### src/rtl/sms_pkg.sv
package sms_pkg;

    localparam int MAX_SAMPLES = 1024;
    localparam int SMS_AW  = $clog2(MAX_SAMPLES);
    localparam int SMS_CW  = $clog2(MAX_SAMPLES + 1);
    localparam int SMS_SW  = 32 + SMS_AW;
    localparam int SMS_DW  = 128;
    localparam int SMS_DCW = $clog2(SMS_DW);

    typedef struct packed {
        logic signed [31:0] sample;
        logic               last;
    } t_in;

    typedef struct packed {
        logic        [10:0] count;
        logic signed [31:0] mean;
        logic        [30:0] stdev;
        logic signed [31:0] skew;
        logic        [31:0] kurtosis;
        logic signed [31:0] sharpe;
        logic               sharpe_saturated;
        logic               dropped;
    } t_out;

    typedef enum logic [4:0] {
        S_LOAD, S_CHK, S_DIV_GO, S_DIV_WAIT,
        S_P_RD, S_P_DIFF, S_P_SQ, S_P_SQW,
        S_K0, S_K1, S_K2, S_K3, S_K4, S_K5, S_K6, S_K7,
        S_SQ_GO, S_SQ_WAIT,
        S_DS0, S_DS1, S_DS2,
        S_DK0, S_DK1, S_DK2, S_DK3, S_DK4,
        S_FIN
    } t_state;

    typedef enum logic [2:0] {
        J_MEAN, J_M2, J_M3, J_M4, J_SKEW, J_KURT, J_SHARPE
    } t_job;

    typedef enum logic [2:0] {
        OP_AD, OP_P2LO, OP_P2HI, OP_M2LO, OP_M2HI, OP_ROOT
    } t_opnd;

    typedef enum logic [1:0] {
        W_HOLD, W_LOAD, W_ADD32, W_ADD64
    } t_wop;

    typedef enum logic [2:0] {
        A_NONE, A_CLR, A_T2, A_T3, A_T4
    } t_aop;

    typedef struct packed {
        logic  take;
        logic  clr_series;
        logic  idx_clr;
        logic  idx_inc;
        logic  rd;
        logic  diff;
        logic  p2_wr;
        t_aop  aop;
        logic  mul_en;
        t_opnd ma;
        t_opnd mb;
        t_wop  wop;
        logic  div_start;
        logic  div_wr;
        t_job  job;
        logic  sqrt_start;
        logic  root_wr;
        logic  out_load;
    } t_cmd;

    typedef struct packed {
        logic n_ge2;
        logic idx_last;
        logic div_done;
        logic sqrt_done;
        logic out_free;
    } t_sts;

endpackage

### src/rtl/sms_ctrl.sv
module sms_ctrl (
    input  logic          i_clk,
    input  logic          i_rst_n,
    input  logic          i_in_valid,
    input  logic          i_last,
    input  sms_pkg::t_sts i_sts,
    output logic          o_in_stall,
    output sms_pkg::t_cmd o_cmd
);

    sms_pkg::t_state r_state, n_state;
    sms_pkg::t_job   r_job, n_job;

    always_ff @(posedge i_clk) begin
        if (!i_rst_n) begin
            r_state <= sms_pkg::S_LOAD;
            r_job   <= sms_pkg::J_MEAN;
        end else begin
            r_state <= n_state;
            r_job   <= n_job;
        end
    end

    always_comb begin
        n_state    = r_state;
        n_job      = r_job;
        o_in_stall = 1'b1;
        o_cmd      = '0;
        o_cmd.aop  = sms_pkg::A_NONE;
        o_cmd.ma   = sms_pkg::OP_AD;
        o_cmd.mb   = sms_pkg::OP_AD;
        o_cmd.wop  = sms_pkg::W_HOLD;
        o_cmd.job  = r_job;
        unique case (r_state)
            sms_pkg::S_LOAD: begin
                o_in_stall = 1'b0;
                o_cmd.take = i_in_valid;
                if (i_in_valid && i_last) begin
                    n_state = sms_pkg::S_CHK;
                end
            end
            sms_pkg::S_CHK: begin
                o_cmd.aop     = sms_pkg::A_CLR;
                o_cmd.idx_clr = 1'b1;
                if (!i_sts.n_ge2) begin
                    n_state = sms_pkg::S_FIN;
                end else begin
                    n_job   = sms_pkg::J_MEAN;
                    n_state = sms_pkg::S_DIV_GO;
                end
            end
            sms_pkg::S_DIV_GO: begin
                o_cmd.div_start = 1'b1;
                n_state = sms_pkg::S_DIV_WAIT;
            end
            sms_pkg::S_DIV_WAIT: begin
                if (i_sts.div_done) begin
                    o_cmd.div_wr = 1'b1;
                    unique case (r_job)
                        sms_pkg::J_MEAN: n_state = sms_pkg::S_P_RD;
                        sms_pkg::J_M2: begin
                            n_job   = sms_pkg::J_M3;
                            n_state = sms_pkg::S_DIV_GO;
                        end
                        sms_pkg::J_M3: begin
                            n_job   = sms_pkg::J_M4;
                            n_state = sms_pkg::S_DIV_GO;
                        end
                        sms_pkg::J_M4:   n_state = sms_pkg::S_SQ_GO;
                        sms_pkg::J_SKEW: n_state = sms_pkg::S_DK0;
                        sms_pkg::J_KURT: begin
                            n_job   = sms_pkg::J_SHARPE;
                            n_state = sms_pkg::S_DIV_GO;
                        end
                        sms_pkg::J_SHARPE: n_state = sms_pkg::S_FIN;
                        default:           n_state = sms_pkg::S_FIN;
                    endcase
                end
            end
            sms_pkg::S_P_RD: begin
                o_cmd.rd = 1'b1;
                n_state = sms_pkg::S_P_DIFF;
            end
            sms_pkg::S_P_DIFF: begin
                o_cmd.diff = 1'b1;
                n_state = sms_pkg::S_P_SQ;
            end
            sms_pkg::S_P_SQ: begin
                o_cmd.mul_en = 1'b1;
                n_state = sms_pkg::S_P_SQW;
            end
            sms_pkg::S_P_SQW: begin
                o_cmd.p2_wr = 1'b1;
                o_cmd.aop   = sms_pkg::A_T2;
                n_state = sms_pkg::S_K0;
            end
            sms_pkg::S_K0: begin
                o_cmd.mul_en = 1'b1;
                o_cmd.ma     = sms_pkg::OP_P2LO;
                n_state = sms_pkg::S_K1;
            end
            sms_pkg::S_K1: begin
                o_cmd.mul_en = 1'b1;
                o_cmd.ma     = sms_pkg::OP_P2HI;
                o_cmd.wop    = sms_pkg::W_LOAD;
                n_state = sms_pkg::S_K2;
            end
            sms_pkg::S_K2: begin
                o_cmd.mul_en = 1'b1;
                o_cmd.ma     = sms_pkg::OP_P2LO;
                o_cmd.mb     = sms_pkg::OP_P2LO;
                o_cmd.wop    = sms_pkg::W_ADD32;
                n_state = sms_pkg::S_K3;
            end
            sms_pkg::S_K3: begin
                o_cmd.mul_en = 1'b1;
                o_cmd.ma     = sms_pkg::OP_P2LO;
                o_cmd.mb     = sms_pkg::OP_P2HI;
                o_cmd.wop    = sms_pkg::W_LOAD;
                o_cmd.aop    = sms_pkg::A_T3;
                n_state = sms_pkg::S_K4;
            end
            sms_pkg::S_K4: begin
                o_cmd.mul_en = 1'b1;
                o_cmd.ma     = sms_pkg::OP_P2HI;
                o_cmd.mb     = sms_pkg::OP_P2LO;
                o_cmd.wop    = sms_pkg::W_ADD32;
                n_state = sms_pkg::S_K5;
            end
            sms_pkg::S_K5: begin
                o_cmd.mul_en = 1'b1;
                o_cmd.ma     = sms_pkg::OP_P2HI;
                o_cmd.mb     = sms_pkg::OP_P2HI;
                o_cmd.wop    = sms_pkg::W_ADD32;
                n_state = sms_pkg::S_K6;
            end
            sms_pkg::S_K6: begin
                o_cmd.wop = sms_pkg::W_ADD64;
                n_state = sms_pkg::S_K7;
            end
            sms_pkg::S_K7: begin
                o_cmd.aop     = sms_pkg::A_T4;
                o_cmd.idx_inc = 1'b1;
                if (i_sts.idx_last) begin
                    n_job   = sms_pkg::J_M2;
                    n_state = sms_pkg::S_DIV_GO;
                end else begin
                    n_state = sms_pkg::S_P_RD;
                end
            end
            sms_pkg::S_SQ_GO: begin
                o_cmd.sqrt_start = 1'b1;
                n_state = sms_pkg::S_SQ_WAIT;
            end
            sms_pkg::S_SQ_WAIT: begin
                if (i_sts.sqrt_done) begin
                    o_cmd.root_wr = 1'b1;
                    n_state = sms_pkg::S_DS0;
                end
            end
            sms_pkg::S_DS0: begin
                o_cmd.mul_en = 1'b1;
                o_cmd.ma     = sms_pkg::OP_M2LO;
                o_cmd.mb     = sms_pkg::OP_ROOT;
                n_state = sms_pkg::S_DS1;
            end
            sms_pkg::S_DS1: begin
                o_cmd.mul_en = 1'b1;
                o_cmd.ma     = sms_pkg::OP_M2HI;
                o_cmd.mb     = sms_pkg::OP_ROOT;
                o_cmd.wop    = sms_pkg::W_LOAD;
                n_state = sms_pkg::S_DS2;
            end
            sms_pkg::S_DS2: begin
                o_cmd.wop = sms_pkg::W_ADD32;
                n_job   = sms_pkg::J_SKEW;
                n_state = sms_pkg::S_DIV_GO;
            end
            sms_pkg::S_DK0: begin
                o_cmd.mul_en = 1'b1;
                o_cmd.ma     = sms_pkg::OP_M2LO;
                o_cmd.mb     = sms_pkg::OP_M2LO;
                n_state = sms_pkg::S_DK1;
            end
            sms_pkg::S_DK1: begin
                o_cmd.mul_en = 1'b1;
                o_cmd.ma     = sms_pkg::OP_M2LO;
                o_cmd.mb     = sms_pkg::OP_M2HI;
                o_cmd.wop    = sms_pkg::W_LOAD;
                n_state = sms_pkg::S_DK2;
            end
            sms_pkg::S_DK2: begin
                o_cmd.mul_en = 1'b1;
                o_cmd.ma     = sms_pkg::OP_M2HI;
                o_cmd.mb     = sms_pkg::OP_M2LO;
                o_cmd.wop    = sms_pkg::W_ADD32;
                n_state = sms_pkg::S_DK3;
            end
            sms_pkg::S_DK3: begin
                o_cmd.mul_en = 1'b1;
                o_cmd.ma     = sms_pkg::OP_M2HI;
                o_cmd.mb     = sms_pkg::OP_M2HI;
                o_cmd.wop    = sms_pkg::W_ADD32;
                n_state = sms_pkg::S_DK4;
            end
            sms_pkg::S_DK4: begin
                o_cmd.wop = sms_pkg::W_ADD64;
                n_job   = sms_pkg::J_KURT;
                n_state = sms_pkg::S_DIV_GO;
            end
            sms_pkg::S_FIN: begin
                if (i_sts.out_free) begin
                    o_cmd.out_load   = 1'b1;
                    o_cmd.clr_series = 1'b1;
                    n_state = sms_pkg::S_LOAD;
                end
            end
            default: n_state = sms_pkg::S_LOAD;
        endcase
    end

endmodule

### config.mk
export PLATFORM = sky130hd
export DESIGN_NAME = sms_ctrl
export DESIGN_NICKNAME = d
export VERILOG_FILES = /design/src/rtl/sms_pkg.sv /design/src/rtl/sms_ctrl.sv
export SDC_FILE = /design/constraint.sdc
export NUM_CORES = 1
export LEC_CHECK = 0
export ABC_AREA = 1
export BUFFER_PORTS_ARGS = -buffer_cell sky130_fd_sc_hd__buf_2
export CAP_MARGIN = 40
export CORE_MARGIN = 8
export CORE_UTILIZATION = 52
export CTS_BUF_LIST = sky130_fd_sc_hd__clkbuf_8
export DETAILED_ROUTE_END_ITERATION = 8
export GPL_ROUTABILITY_DRIVEN = 1
export PLACE_DENSITY = 0.83
export SLEW_MARGIN = 20
export SYNTH_ARGS = -nofsm -noshare
export SYNTH_HDL_FRONTEND = slang
export SYNTH_SLANG_ARGS = --single-unit
### constraint.sdc
create_clock -name i_clk -period 1.85 [get_ports i_clk]
set_clock_uncertainty 0.15 [all_clocks]
set_input_delay 0.37 -clock i_clk [delete_from_list [all_inputs] [get_ports i_clk]]
set_output_delay 0.37 -clock i_clk [all_outputs]
set_load 0.005 [all_outputs]
# Word level (Yosys, flattened, before mapping)
# Index checks and enable logic that the tools add are counted.
# W data, S select, Z words.
[word_totals]
input_bits = 9
output_inout_bits = 28
reg_bits = 8
word_cells = 94
[classes]
n_reduce_logical = 21
muxes = 33
eq_ne = 38
[op_table]
columns = ["op", "n"]
rows = [
  ["$pmux W5 S26", 1],
  ["$eq A5 B5 Y1 const B", 11],
  ["$eq A5 B4 Y1 const B", 8],
  ["$pmux W3 S5", 2],
  ["$mux W5", 5],
  ["$pmux W3 S4", 2],
  ["$eq A5 B3 Y1 const B", 4],
  ["$pmux W5 S4", 1],
  ["$mux W1", 16],
  ["$reduce_or A3 Y1", 5],
  ["$reduce_or A2 Y1", 7],
  ["$reduce_or A13 Y1", 1],
  ["$mux W3", 4],
  ["$ne A2 B2 Y1 const B", 6],
  ["$eq A5 B2 Y1 const B", 2],
  ["$pmux W3 S3", 1],
  ["$eq A3 B2 Y1 const B", 2],
  ["$eq A3 B3 Y1 const B", 2],
  ["$pmux W2 S3", 1],
  ["$reduce_or A6 Y1", 1],
  ["$eq A5 B1 Y1 const B", 1],
  ["$logic_not A5 Y1", 1],
  ["$reduce_and A5 Y1", 1],
  ["$reduce_bool A5 Y1", 1],
  ["other kinds (6)", 6],
]

# Logic depth before layout (Yosys ltp)
[logic_depth]
ltp_word = 5
mapped_depth = 11
ltp_nobuf = 10

# Least setup slack after synthesis
# OpenSTA, ideal clock, no wires.
[synth_path]
kind = "register -> output"
startpoint = "register r_state[0]"
endpoint = "output o_cmd[25] (netlist name)"
path_buffers = 1
slack_ns = 0.213
path_stages_with_launch = 5
t_required_ns = 1.330
t_arrival_ns = 1.117
cell_sequence = "dfxtp_1 > inv_2 > nand2_1 > nor4_1 > buf_4"
[synth_rtl]
columns = ["item", "line_no", "text"]
rows = [
  ["from (decl)", "sms_ctrl.sv:11", "sms_pkg::t_state r_state, n_state;"],
  ["from (signal assigned)", "sms_ctrl.sv:16", "r_state <= sms_pkg::S_LOAD;"],
  ["from (signal assigned)", "sms_ctrl.sv:19", "r_state <= n_state;"],
  ["to (decl)", "sms_ctrl.sv:8", "output sms_pkg::t_cmd o_cmd"],
]

==> impl_metrics.toml <==
[status]
outcome = "complete, but fails checks"
violations = "setup timing"

[synthesis]
synth-edff-count = 0
syn_inst = 203
synth_nets = 212
yosysUniqueCellTypes = 31
synth_area_leaders = "nand2_1 (15%), dfxtp_1 (14%), nor2_1 (12%)"
avgSynthCellArea_sq_um = 5.58
syn_area_sq_um = 1130
ys.flop_type = "dfxtp_1"
synth_most_common_cell = "nand2_1"
yosys-top-cells-count = "nand2_1 (45), nor2_1 (36), inv_1 (26), nand3_1 (18), nand2_2 (11)"
async_reset_ff_frac = 0
synth_top_cell_area_share = 0.149
seq_area_frac_synth = 0.141
yosys_warnings = 0
yosys.area.top_type = "nand2_1"
ys_seq_elements = 8

[floorplan]
io_pins = 37
die_area_sq_um = 3930
core_area_sq_um = 2130
die_y_um = 62.7
start_util = 0.532
rows = 17
die_w_um = 62.7

[route]
via_count = 1689
wl_per_cell_um = 15.9
drt_iter0_markers = 198
ant_nets = 0
drt_first_pass_iters = 5
drc_errors = 0
routed_wl_um = 4640
viasPerCell = 5.78

[grt]
grt_pass1_wl_um = 6740
overflow = 0
grt_pass1_vias = 1575
grt_max_degree = 9
antenna_found_initial = 0
track_usage = 0.204

[setup_path]
end_kind = "output port"
timing.rr.start = "r_state[1]"
crit_path_max_fanout = 5
critical_path_arrival_ns = 1.46
r2r-end = "r_state[0]"
worstSetupStartpoint = "r_state[3]"
reg2reg_slack_ns = 0.04
rr_worst_depth = 9
start_kind = "register"
critPathRequiredTime_ns = 1.33
path_class = "register to output port"
crit_end = "o_cmd[10]"

[sta]
fin_crit_ns = 1.98
tns_ns = -0.744
fmax_mhz = 506
tightest_slew_ns = 0.351
final_hold_viol_count = 0
final.period_utilization = 1.07
maxSlewViolCount = 0
max_slew_margin = 0.765
rsz0062_at_grt = "true"
timing.hold.ws_ns = 0.255
setup_viol = 14
finalWorstSetupSlack_ns = -0.128

[cts]
clock_latency_ns = 0.23
htree_num_levels = 1
cts_tree = "built"
clock-sinks = 8
clk_pin_slew_ns = 0.04
cts_buffer_depth = 2
cts-buffers-inserted = 3
cts_root_buffer = "clkbuf_8"

[power]
power_mw = 1.65
power_density_nw_per_um2 = 953
seq_power_share = 0.198
p_sw_frac = 0.512
p_int_mw = 0.804
p_leak_nw = 1.05
clkPwrFrac = 0.127
switchingPower_mw = 0.842
combPwrFrac = 0.675
ir_drop_mv = 0.835

[layout]
fillCellCount = 156
final_nets = 275
fin_util = 0.812
n_antenna_cell = 0
design_area_sq_um = 1730
drive_gt1_frac = 0.473
final_cell_count_no_fill = 292
area_growth_pct = 52.5

[placement]
io_buffers = 36
dp_slack_ns = 0.0634
post-dp-hpwl_um = 3200
globalplace.congestion = 0.959
placed_cell_area_sq_um = 1450
place_inst = 281

[hold_path]
hold_class = "primary input to register"

[flow_run]
maxCapViolations = 0
==> flip-flops by register name, indices dropped and copies added (netlist names) <==
register	flops
r_state	5
r_job	3
==> cells by family after synthesis <==
group | Yosys count | share of synthesized area
AND/OR/NAND/NOR | 137 | 0.613
flip-flops | 8 | 0.141
AO/OA/AOI/OAI | 22 | 0.108
buffers and inverters | 36 | 0.137
==> worst max-delay path, cell delays in order, from the launching register on <==
cell and delay (ns):
dfxtp_4 0.38, inv_4 0.09, nand2_4 0.07, nor2_4 0.20, buf_4 0.14, nand2_1 0.08
nand3_1 0.13, buf_2 0.13
==> layer usage <==
layer  global-route usage  vias to the layer above  routed length, um
met1                0.220                      746               1760
met2                0.361                      133               2140
met4               0.0912                        0                270
met3               0.0573                       39                468
met5                    0                        -                  0
li1                     -                      771                  -
==> power groups by stage <==
stage | clock network, mW | logic (mW) | registers [mW]
final | 0.209 | 1.11 | 0.326
after global routing | 0.225 | 1.21 | 0.329
after CTS | 0.211 | 0.973 | 0.306
after detailed placement | 0 | 0.941 | 0.293
after global placement | 0 | 0.927 | 0.290
after floorplan | 0 | 0.645 | 0.266
==> how the worst min path moves through the flow <==
stage | from | end | slack (ns) | cells past startpoint
after floorplan | i_rst_n | r_job[1] | 0.34 | 2
after global placement | r_job[2] | r_job[2] | 0.37 | 2
after detailed placement | r_job[2] | r_job[2] | 0.37 | 2
after CTS | i_rst_n | r_job[1] | 0.25 | 3
after global routing | i_rst_n | r_job[1] | 0.26 | 3
final | i_rst_n | r_job[1] | 0.25 | 3
==> cell type report <==
type                    instances  area, sq um  area share
well taps                      28         35.0      0.0203
repair buffers                 61          375       0.217
flip-flops and latches          8          179       0.104
multi-input cells             159          952       0.551
inverters                      33          144      0.0833
clock buffers                   3         41.3      0.0239
==> repair_timing <==
item / CTS / global route
buffers inserted: 2 / 6
endpoints found under the setup margin: 16 / 16
hold buffers: 0 / 0
pin swaps: 1 / 11
resized for setup: 25 / 29
==> cells in the final DEF (no fill, tap or decap), types with 6 or more instances in the layout <==
cell type,instances
nor2_1,31
nand2_4,6
nor2_4,6
nand3_2,6
nand3_1,13
nand4_1,6
nor2_2,7
nand2_2,12
a21oi_1,9
buf_2,36
buf_4,23
inv_1,25
nand2_1,38
No activity file was read; power rests on OpenSTA's default activity.
